[config.mk]
export PLATFORM = sky130hd
export DESIGN_NAME = api_frame_deframer
export DESIGN_NICKNAME = d
export VERILOG_FILES = /design/src/rtl/afd_pkg.sv /design/src/rtl/afd_cfg.sv /design/src/rtl/afd_core.sv /design/src/rtl/afd_out.sv /design/src/rtl/api_frame_deframer.sv
export SDC_FILE = /design/constraint.sdc
export NUM_CORES = 1
export LEC_CHECK = 0
export BUFFER_PORTS_ARGS = -buffer_cell sky130_fd_sc_hd__buf_2
export CORE_MARGIN = 2
export CORE_UTILIZATION = 60
export CTS_CLUSTER_DIAMETER = 120
export DETAILED_ROUTE_END_ITERATION = 8
export PLACE_DENSITY_LB_ADDON = 0.2
export SETUP_SLACK_MARGIN = 0.2
export SYNTH_ARGS = -nofsm -noshare
export SYNTH_HDL_FRONTEND = slang
export SYNTH_SLANG_ARGS = --single-unit
[constraint.sdc]
create_clock -name clk -period 9.3 [get_ports clk]
set_clock_uncertainty 0.2 [all_clocks]
set_input_delay 1.86 -clock clk [delete_from_list [all_inputs] [get_ports clk]]
set_output_delay 1.86 -clock clk [all_outputs]
set_load 0.05 [all_outputs]
[src/rtl/afd_pkg.sv]
// ----------------------------------------------------------------------------
// afd_pkg
// Shared types and constants of the API frame deframer.
// ----------------------------------------------------------------------------
package afd_pkg;

    localparam logic [15:0] TIMEOUT_RESET   = 16'd30;
    localparam logic [15:0] MAX_FRAME_RESET = 16'd100;
    localparam logic [16:0] HDR_AND_SUM     = 17'd4;
    localparam logic [15:0] LEN_DONE_COUNT  = 16'd3;
    localparam logic [7:0]  SUM_BASE        = 8'hFF;

    localparam logic [0:0]  REG_TIMEOUT     = 1'd0;
    localparam logic [0:0]  REG_MAX_FRAME   = 1'd1;

    localparam logic [1:0]  ST_OK           = 2'd0;
    localparam logic [1:0]  ST_BAD_SUM      = 2'd1;
    localparam logic [1:0]  ST_TOO_LONG     = 2'd2;
    localparam logic [1:0]  ST_TIMEOUT      = 2'd3;

    typedef struct packed {
        logic [15:0] timeout_ticks;
        logic [15:0] max_frame_bytes;
    } cfg_t;

    typedef struct packed {
        logic [7:0]  data_byte;
        logic        is_frame_type;
        logic        end_of_frame;
        logic [1:0]  status;
        logic [15:0] frame_data_length;
    } result_t;

endpackage

[src/rtl/afd_cfg.sv]
// ----------------------------------------------------------------------------
// afd_cfg
// Configuration registers: timeout and maximum frame size.
// ----------------------------------------------------------------------------
module afd_cfg
(
    input  logic                clk,
    input  logic                rst_n,
    input  logic                cfg_we,
    input  logic [0:0]          cfg_index,
    input  logic [15:0]         cfg_data,
    output afd_pkg::cfg_t       cfg
);

    afd_pkg::cfg_t cfg_reg;

    always_ff @(posedge clk or negedge rst_n)
    begin
        if (!rst_n)
        begin
            cfg_reg.timeout_ticks   <= afd_pkg::TIMEOUT_RESET;
            cfg_reg.max_frame_bytes <= afd_pkg::MAX_FRAME_RESET;
        end
        else if (cfg_we)
        begin
            unique case (cfg_index)
                afd_pkg::REG_TIMEOUT:   cfg_reg.timeout_ticks   <= cfg_data;
                afd_pkg::REG_MAX_FRAME: cfg_reg.max_frame_bytes <= cfg_data;
                default:                cfg_reg                 <= cfg_reg;
            endcase
        end
    end

    assign cfg = cfg_reg;

endmodule

[src/rtl/afd_core.sv]
// ----------------------------------------------------------------------------
// afd_core
// Frame parser state: header count, length, checksum sum and idle ticks.
// ----------------------------------------------------------------------------
module afd_core
(
    input  logic                clk,
    input  logic                rst_n,
    input  afd_pkg::cfg_t       cfg,
    input  logic                beat,
    input  logic                req_type,
    input  logic [7:0]          in_byte,
    output logic                res_valid,
    output afd_pkg::result_t    res
);

    logic [15:0] byte_count_reg,  byte_count_next;
    logic [7:0]  length_high_reg, length_high_next;
    logic [16:0] frame_total_reg, frame_total_next;
    logic [7:0]  running_sum_reg, running_sum_next;
    logic [15:0] idle_ticks_reg,  idle_ticks_next;

    logic [15:0] ticks_inc;
    logic [16:0] new_total;
    logic [15:0] cur_len;
    logic [16:0] count_inc;
    logic [7:0]  expect_sum;

    always_comb
    begin
        ticks_inc        = idle_ticks_reg + 16'd1;
        new_total        = {1'b0, length_high_reg, in_byte} + afd_pkg::HDR_AND_SUM;
        cur_len          = 16'(frame_total_reg - afd_pkg::HDR_AND_SUM);
        count_inc        = {1'b0, byte_count_reg} + 17'd1;
        expect_sum       = afd_pkg::SUM_BASE - running_sum_reg;

        byte_count_next  = byte_count_reg;
        length_high_next = length_high_reg;
        frame_total_next = frame_total_reg;
        running_sum_next = running_sum_reg;
        idle_ticks_next  = idle_ticks_reg;
        res_valid        = 1'b0;
        res              = '0;

        if (req_type)
        begin
            if (byte_count_reg != 16'd0)
            begin
                if (ticks_inc >= cfg.timeout_ticks)
                begin
                    res_valid        = 1'b1;
                    res.end_of_frame = 1'b1;
                    res.status       = afd_pkg::ST_TIMEOUT;
                    res.frame_data_length =
                        (byte_count_reg >= afd_pkg::LEN_DONE_COUNT) ? cur_len : 16'd0;
                    byte_count_next  = '0;
                    length_high_next = '0;
                    frame_total_next = '0;
                    running_sum_next = '0;
                    idle_ticks_next  = '0;
                end
                else
                begin
                    idle_ticks_next = ticks_inc;
                end
            end
        end
        else
        begin
            idle_ticks_next = '0;
            priority if (byte_count_reg == 16'd0)
            begin
                byte_count_next = 16'd1;
            end
            else if (byte_count_reg == 16'd1)
            begin
                length_high_next = in_byte;
                byte_count_next  = 16'd2;
            end
            else if (byte_count_reg == 16'd2)
            begin
                if (new_total > {1'b0, cfg.max_frame_bytes})
                begin
                    res_valid             = 1'b1;
                    res.end_of_frame      = 1'b1;
                    res.status            = afd_pkg::ST_TOO_LONG;
                    res.frame_data_length = {length_high_reg, in_byte};
                    byte_count_next       = '0;
                    length_high_next      = '0;
                    frame_total_next      = '0;
                    running_sum_next      = '0;
                end
                else
                begin
                    frame_total_next = new_total;
                    running_sum_next = '0;
                    byte_count_next  = afd_pkg::LEN_DONE_COUNT;
                end
            end
            else if (count_inc >= frame_total_reg)
            begin
                res_valid             = 1'b1;
                res.data_byte         = in_byte;
                res.end_of_frame      = 1'b1;
                res.status            = (expect_sum == in_byte) ? afd_pkg::ST_OK
                                                                : afd_pkg::ST_BAD_SUM;
                res.frame_data_length = cur_len;
                byte_count_next       = '0;
                length_high_next      = '0;
                frame_total_next      = '0;
                running_sum_next      = '0;
            end
            else
            begin
                res_valid         = 1'b1;
                res.data_byte     = in_byte;
                res.is_frame_type = (byte_count_reg == afd_pkg::LEN_DONE_COUNT);
                res.status        = afd_pkg::ST_OK;
                running_sum_next  = running_sum_reg + in_byte;
                byte_count_next   = count_inc[15:0];
            end
        end
    end

    always_ff @(posedge clk or negedge rst_n)
    begin
        if (!rst_n)
        begin
            byte_count_reg  <= '0;
            length_high_reg <= '0;
            frame_total_reg <= '0;
            running_sum_reg <= '0;
            idle_ticks_reg  <= '0;
        end
        else if (beat)
        begin
            byte_count_reg  <= byte_count_next;
            length_high_reg <= length_high_next;
            frame_total_reg <= frame_total_next;
            running_sum_reg <= running_sum_next;
            idle_ticks_reg  <= idle_ticks_next;
        end
    end

    a_idle_no_ticks: assert property (@(posedge clk) disable iff (!rst_n)
        (byte_count_reg == 16'd0) |-> (idle_ticks_reg == 16'd0))
        else $error("idle ticks counted outside a frame");

    a_total_known: assert property (@(posedge clk) disable iff (!rst_n)
        (byte_count_reg >= afd_pkg::LEN_DONE_COUNT) |->
        (frame_total_reg >= afd_pkg::HDR_AND_SUM) && ({1'b0, byte_count_reg} < frame_total_reg))
        else $error("byte count ran past frame total");

    a_end_goes_idle: assert property (@(posedge clk) disable iff (!rst_n)
        (beat && res_valid && res.end_of_frame) |=> (byte_count_reg == 16'd0))
        else $error("frame closed but parser not idle");

    a_type_first: assert property (@(posedge clk) disable iff (!rst_n)
        (beat && res_valid && res.is_frame_type) |=> (byte_count_reg == 16'd4))
        else $error("frame type flagged off the first data byte");

endmodule

[src/rtl/afd_out.sv]
// ----------------------------------------------------------------------------
// afd_out
// Result register with valid/ready handshake toward the consumer.
// ----------------------------------------------------------------------------
module afd_out
(
    input  logic                clk,
    input  logic                rst_n,
    input  logic                load,
    input  logic                res_valid,
    input  afd_pkg::result_t    res,
    input  logic                out_ready,
    output logic                out_valid,
    output logic                can_load,
    output afd_pkg::result_t    out_res
);

    logic             valid_reg, valid_next;
    afd_pkg::result_t res_reg;

    assign can_load = !valid_reg || out_ready;

    always_comb
    begin
        valid_next = valid_reg;
        if (load)
        begin
            valid_next = res_valid;
        end
        else if (out_ready)
        begin
            valid_next = 1'b0;
        end
    end

    always_ff @(posedge clk or negedge rst_n)
    begin
        if (!rst_n)
        begin
            valid_reg <= 1'b0;
        end
        else
        begin
            valid_reg <= valid_next;
        end
    end

    always_ff @(posedge clk)
    begin
        if (load && res_valid)
        begin
            res_reg <= res;
        end
    end

    assign out_valid = valid_reg;
    assign out_res   = res_reg;

endmodule

[src/rtl/api_frame_deframer.sv]
// ----------------------------------------------------------------------------
// api_frame_deframer
// Radio-module API frame receiver with length, checksum and timeout checks.
// ----------------------------------------------------------------------------
// One input beat is taken every clock cycle unless stalled, which happens
// only while the single output register holds a result the consumer has
// not yet taken. Each byte or tick updates the parser state when accepted,
// and any result is written into that register at the same time. The start
// byte, first length byte and most ticks give none; frame-data bytes give
// one each, and a frame closes with one end beat carrying status and length.
module api_frame_deframer
(
    input  logic        clk,
    input  logic        rst_n,
    input  logic        cfg_we,
    input  logic [0:0]  cfg_index,
    input  logic [15:0] cfg_data,
    input  logic        in_valid,
    output logic        in_ready,
    input  logic        req_type,
    input  logic [7:0]  in_byte,
    output logic        out_valid,
    input  logic        out_ready,
    output logic [7:0]  data_byte,
    output logic        is_frame_type,
    output logic        end_of_frame,
    output logic [1:0]  status,
    output logic [15:0] frame_data_length
);

    afd_pkg::cfg_t    cfg;
    afd_pkg::result_t res;
    afd_pkg::result_t out_res;
    logic             res_valid;
    logic             can_load;
    logic             beat;

    assign in_ready = can_load;
    assign beat     = in_valid && can_load;

    afd_cfg u_cfg
    (
        .clk       (clk),
        .rst_n     (rst_n),
        .cfg_we    (cfg_we),
        .cfg_index (cfg_index),
        .cfg_data  (cfg_data),
        .cfg       (cfg)
    );

    afd_core u_core
    (
        .clk       (clk),
        .rst_n     (rst_n),
        .cfg       (cfg),
        .beat      (beat),
        .req_type  (req_type),
        .in_byte   (in_byte),
        .res_valid (res_valid),
        .res       (res)
    );

    afd_out u_out
    (
        .clk       (clk),
        .rst_n     (rst_n),
        .load      (beat),
        .res_valid (res_valid),
        .res       (res),
        .out_ready (out_ready),
        .out_valid (out_valid),
        .can_load  (can_load),
        .out_res   (out_res)
    );

    assign data_byte         = out_res.data_byte;
    assign is_frame_type     = out_res.is_frame_type;
    assign end_of_frame      = out_res.end_of_frame;
    assign status            = out_res.status;
    assign frame_data_length = out_res.frame_data_length;

endmodule

-- Word level (Yosys, flattened, before mapping)
Index checks and enable logic that the tools add are counted.
- add/subtract/negate cells: 6
- order comparisons: 4
- equality and inequality tests: 9
- muxes and demuxes: 53
- bitwise operators: 1
- reductions and logical operators: 18
- operators by type and width (kind ; number):
    16-bit two-way mux ; 12
    17-bit two-way mux ; 8
    19-bit two-way mux ; 7
    8-bit two-way mux ; 13
    16-bit by 2-bit == test with 1-bit output, second input constant ; 2
    16-bit by 1-bit adder with 17-bit output, second input constant ; 1
    16-bit by 3-bit adder with 17-bit output, second input constant ; 1
    17-bit greater-or-equal comparator ; 1
    17-bit by 16-bit > comparator with 1-bit output ; 1
    16-bit by 1-bit adder with 16-bit output, second input constant ; 1
    16-bit by 1-bit == test with 1-bit output, second input constant ; 1
    16-bit greater-or-equal comparator ; 1
    16-bit by 2-bit greater-or-equal comparator with 1-bit output, second input constant ; 1
    16-bit logical NOT ; 1
    16-bit nonzero test ; 1
    16-bit by 3-bit subtractor with 16-bit output, second input constant ; 1
    6-bit AND reduction ; 2
    1-bit two-way mux ; 11
    8-bit adder ; 1
    8-bit == test ; 1
    8-bit subtractor, first input constant ; 1
    2-bit AND reduction ; 3
    5-bit AND reduction ; 1
    5-bit OR reduction ; 1
    13 further kinds ; 17
- bits in registers: 126
- input port bits: 31
- output and inout bits: 30
- logic and storage cells: 104

-- Depth between registers and ports, before layout
- depth after elaboration: 8
- mapped depth: 17
- gate-level depth less buffers: 15

-- Cells and area by module
From an unflattened synthesis, not the netlist that was laid out.
- cells, all modules: 793
- area, all modules: 7806.2 um2
- modules (own cells, without submodules) (module ; times used ; cells an instance ; area an instance (um2) ; sequential area each (um2)):
    afd_core ; 1 ; 691 ; 5642.9 ; 1626.6
    afd_cfg ; 1 ; 69 ; 1261.2 ; 809.5
    afd_out ; 1 ; 32 ; 895.9 ; 865.8
    api_frame_deframer ; 1 ; 1 ; 6.3 ; 0.0

-- Worst setup path before layout
No wires, ideal clock.
- kind: in2reg
- start: in in_byte[7]
- end: reg u_out.res_reg, in the netlist u_out.out_res[0] (enable)
- setup time: 0.413 ns
- arrival: 5.280 ns
- data required time: 8.687 ns
- slack: 3.407 ns
- stages on the path: 14
- buffers on the path: 1
- cells stage by stage: buf_2 > nand3_1 > nor2_1 > and3_1 > xnor2_1 > inv_1 > ha_1 > nand3_1 > nor3_1 > a2111oi_2 > mux2i_1 > a211oi_1 > o31a_1 > nor2_1
- longest elaborated chain between the ends: 8
- ends and longest elaborated chain (what ; RTL line ; RTL):
    from (decl) ; api_frame_deframer.sv:21 ; input logic [7:0] in_byte,
    16-bit by 3-bit adder with 17-bit output ; afd_core.sv:32 ; new_total = {1'b0, length_high_reg, in_byte} + afd_pkg::HDR_AND_SUM;
    17-bit by 16-bit > comparator with 1-bit output ; afd_core.sv:82 ; if (new_total > {1'b0, cfg.max_frame_bytes})
    1-bit two-way mux ; afd_core.sv:82 ;
    1-bit two-way mux ; afd_core.sv:80 ; else if (byte_count_reg == 16'd2)
    1-bit two-way mux ; afd_core.sv:75 ; else if (byte_count_reg == 16'd1)
    1-bit two-way mux ; afd_core.sv:71 ; priority if (byte_count_reg == 16'd0)
    1-bit two-way mux ; afd_core.sv:45 ; if (req_type)
    1-bit logical AND ; afd_out.sv:50 ; if (load && res_valid)
    to (signal assigned) ; afd_out.sv:52 ; res_reg <= res;
    to (decl) ; afd_out.sv:19 ; afd_pkg::result_t res_reg;
No other way between the ends.
A chain may end at the register's enable or synchronous reset.

-- Final worst setup path
- start: in in_byte[2]
- end: reg u_core.frame_total_reg[1]
- longest elaborated chain between the ends: 7
- ends and longest elaborated chain (what ; RTL line ; RTL):
    16-bit by 3-bit adder with 17-bit output ; afd_core.sv:32 ;
    17-bit by 16-bit > comparator with 1-bit output ; afd_core.sv:82 ;
    17-bit two-way mux ; afd_core.sv:82 ;
    17-bit two-way mux ; afd_core.sv:80 ;
    17-bit two-way mux ; afd_core.sv:75 ;
    17-bit two-way mux ; afd_core.sv:71 ;
    17-bit two-way mux ; afd_core.sv:45 ;
    to (signal assigned) ; afd_core.sv:139 ; frame_total_reg <= frame_total_next;
    to (decl) ; afd_core.sv:19 ; logic [16:0] frame_total_reg, frame_total_next;
No other way between the ends. The select of a mux whose other input is x is not followed.

==> flow_summary.json <==
{
  "core-area_sq_um": 12670,
  "grtUsageTotal": 0.2885,
  "synth_edf_count": 28,
  "grt_max_degree": 68,
  "finalNetCount": 900,
  "power.density_nw_per_um2": 322.8,
  "hpwl_mm": 13.89,
  "cp-start-kind": "input port",
  "required_ns": 9.42,
  "holdPathStages": 1,
  "crit_top_cell": "ha_1",
  "viasPerCell": 6.059,
  "reg2reg_setup_slack_ns": 4.43,
  "fmax_mhz": 177.3,
  "fin_tns_setup_ns": 0,
  "drc": 0,
  "yosysWarnings": 0,
  "clock-sinks": 126,
  "path_clk_slew_ns": 0.06,
  "cts_made_buffers": 17,
  "dpl_worst_slack_ns": 3.315,
  "num_vias": 5998,
  "seq_area_frac_synth": 0.4221,
  "crit_path_top_delay_cell": "nand4bb_1",
  "cts-root-buf": "clkbuf_16",
  "relSlewSlack": 0.1802,
  "hold_viol": 0,
  "ir_worst_vdd_mv": 0.1888,
  "crit_fanout": 16,
  "grt-ovfl-total": 0,
  "synth.largest_area_cell": "dfrtp_1",
  "multi_input_area_sq_um": 4056,
  "ys_types": 73,
  "synthArstFlopShare": 0.7778,
  "fp.dieArea_sq_um": 13970,
  "reg2regPathDepth": 13,
  "ys_ff_latch": 126,
  "ys.flop_type": "dfrtp_1",
  "crit_path_max_incr_delay_ns": 0.79,
  "min_from": "u_cfg.cfg[4]",
  "finalCritPeriodShare": 0.6064,
  "drt_iter0_markers": 504,
  "cts-hold-fix-buffers": 0,
  "dr.pass1.iters": 5,
  "cts_tree": "built",
  "portBuffers": 60,
  "fp.dieH_um": 118.2,
  "netlist_area_sq_um": 7823,
  "setup_ws_ns": 3.660,
  "crit_type": "in -> reg",
  "antenna_left": 0,
  "synth_fp_nets": 844,
  "setup.worst_path.end_class": "flop",
  "grt_setup_unrepaired": "false",
  "cts_buffer_depth": 2,
  "mostFrequentLayoutCell": "dfrtp_1",
  "gp_congestion": 0.9363,
  "clock_latency_ns": 0.42,
  "max_cap_violations": 0,
  "holdPathEnd": "u_cfg.cfg[4]",
  "drive_above_1_share": 0.1944,
  "die_x_um": 118.2,
  "cp.buffers_inverters": 2,
  "syn-mean-instance-area_sq_um": 10.44,
  "grt_pass1_wl_mm": 31.42,
  "post_drt_wl_per_cell_um": 19.37,
  "fin_util": 0.6932,
  "slew_violations": 0,
  "n_antenna_cell": 0,
  "hold_path_class": "reg -> reg",
  "io_pins": 61,
  "wirelength_mm": 19.18,
  "cts-resized-gates": 0,
  "yosys.area.top_type_share": 0.2911,
  "post-cts-setup-buffer-count": 0,
  "crit_chain": "buf_2, ha_1, nand2_2, nor3_4, and2_1, xnor2_1, inv_1, ha_1, nand3_1, nor3_1, a2111oi_2, o2111ai_1, a21oi_2, nand4bb_1, o2bb2ai_1",
  "min_period_ns": 5.640,
  "cp.arrival_ns": 5.75,
  "syn_inst": 749,
  "ff_latch_area_sq_um": 3302,
  "final_cell_mix": "dfrtp_1 (91), inv_1 (78), ha_1 (63)",
  "start_util": 0.6174,
  "fillers": 985,
  "leakage_nw": 4.047,
  "largest_reg_flops": 32,
  "reg2reg_from": "u_core.byte_count_reg[0]",
  "worst_pin_slew_ns": 1.225,
  "rows": 41,
  "setup_violations": 0,
  "synth_top_cells_by_area": "dfrtp_1 (29%), edfxtp_1 (11%), ha_1 (10%)",
  "finalHoldWorstSlack_ns": 0.3029,
  "critPathTopFamily": "simple AND/OR/NAND/NOR gates",
  "grt_pass1_vias": 6301,
  "crit-reg2reg-capture": "u_out.out_res[0]",
  "antenna_found_initial": 0,
  "status": "finished clean",
  "area_growth_pct": 12.28,
  "cts_max_level": 4
}
metal layers:
metal  GRT usage  wire, um  vias to the layer above
met5           0         0                        -
met4      0.1220       660                        0
met3     0.06322      1149                       45
met2      0.4899      9505                      222
met1      0.3549      7866                     2926
li1            -         -                     2805
area by class of cell:
class | count | share of cell area
tap | 172 | 0.02450
multi-input combinational | 519 | 0.4618
clock buffer | 23 | 0.05812
sequential | 126 | 0.3759
inverter | 78 | 0.03333
clock inverter | 9 | 0.009259
timing repair buffer | 63 | 0.03704
report_power, final:
part           switching, mW  leakage (nW)  internal (mW)
registers              0.103          1.54          0.715
clock network          0.247         0.282          0.412
logic                  0.881          2.22          0.476
total                   1.23          4.05           1.60
worst max-delay path by stage:
stage	slack, ns	to	from	cells after the start
5_1_grt	3.44	u_core.frame_total_reg[1]	in_byte[2]	15
3_3_place_gp	3.54	u_core.frame_total_reg[5]	in_byte[2]	15
2_1_floorplan	3.41	u_out.out_res[0]	in_byte[7]	14
3_5_place_dp	3.31	u_core.frame_total_reg[2]	in_byte[2]	15
6_report	3.66	u_core.frame_total_reg[1]	in_byte[2]	15
4_1_cts	3.66	u_core.frame_total_reg[1]	in_byte[2]	15
synth_stat cells, types with 3 or more instances:
cell type,n
clkbuf_1,8
dfrtp_1,91
a31oi_1,7
xnor2_1,39
nand3_1,26
buf_2,9
nand4_1,13
and3_1,9
nor2b_1,3
nor4_1,7
nand2b_1,3
ha_1,63
and2_1,14
a21o_1,11
nor3_1,11
edfxtp_1,28
dfstp_2,7
buf_6,5
nand2_1,60
o21ai_0,39
o2bb2ai_2,20
nor2_1,25
inv_1,78
o21bai_1,4
and4_1,5
o31ai_1,4
a22o_1,27
buf_4,3
o2bb2ai_1,13
mux2_2,18
xor2_1,19
a21oi_1,28
through the flow:
step,instance area (sq um),std cells,power (mW)
2_1_floorplan,7823,749,1.856
3_3_place_gp,8192,958,2.109
3_5_place_dp,8192,958,2.156
4_1_cts,8783,990,2.824
5_1_grt,8783,990,2.984
6_report,8783,990,2.835
kinds of logic (layout without fill, tap and decap cells):
family | after synthesis | after routing | share of synthesized area
buf+inv | 104 | 173 | 0.05966
compound gates | 181 | 181 | 0.1875
flops | 126 | 126 | 0.4221
xor+xnor | 58 | 58 | 0.06494
fa+ha+maj | 64 | 64 | 0.1033
mux | 19 | 19 | 0.02719
simple gates | 197 | 197 | 0.1353
(Power assumes the default switching activity.)
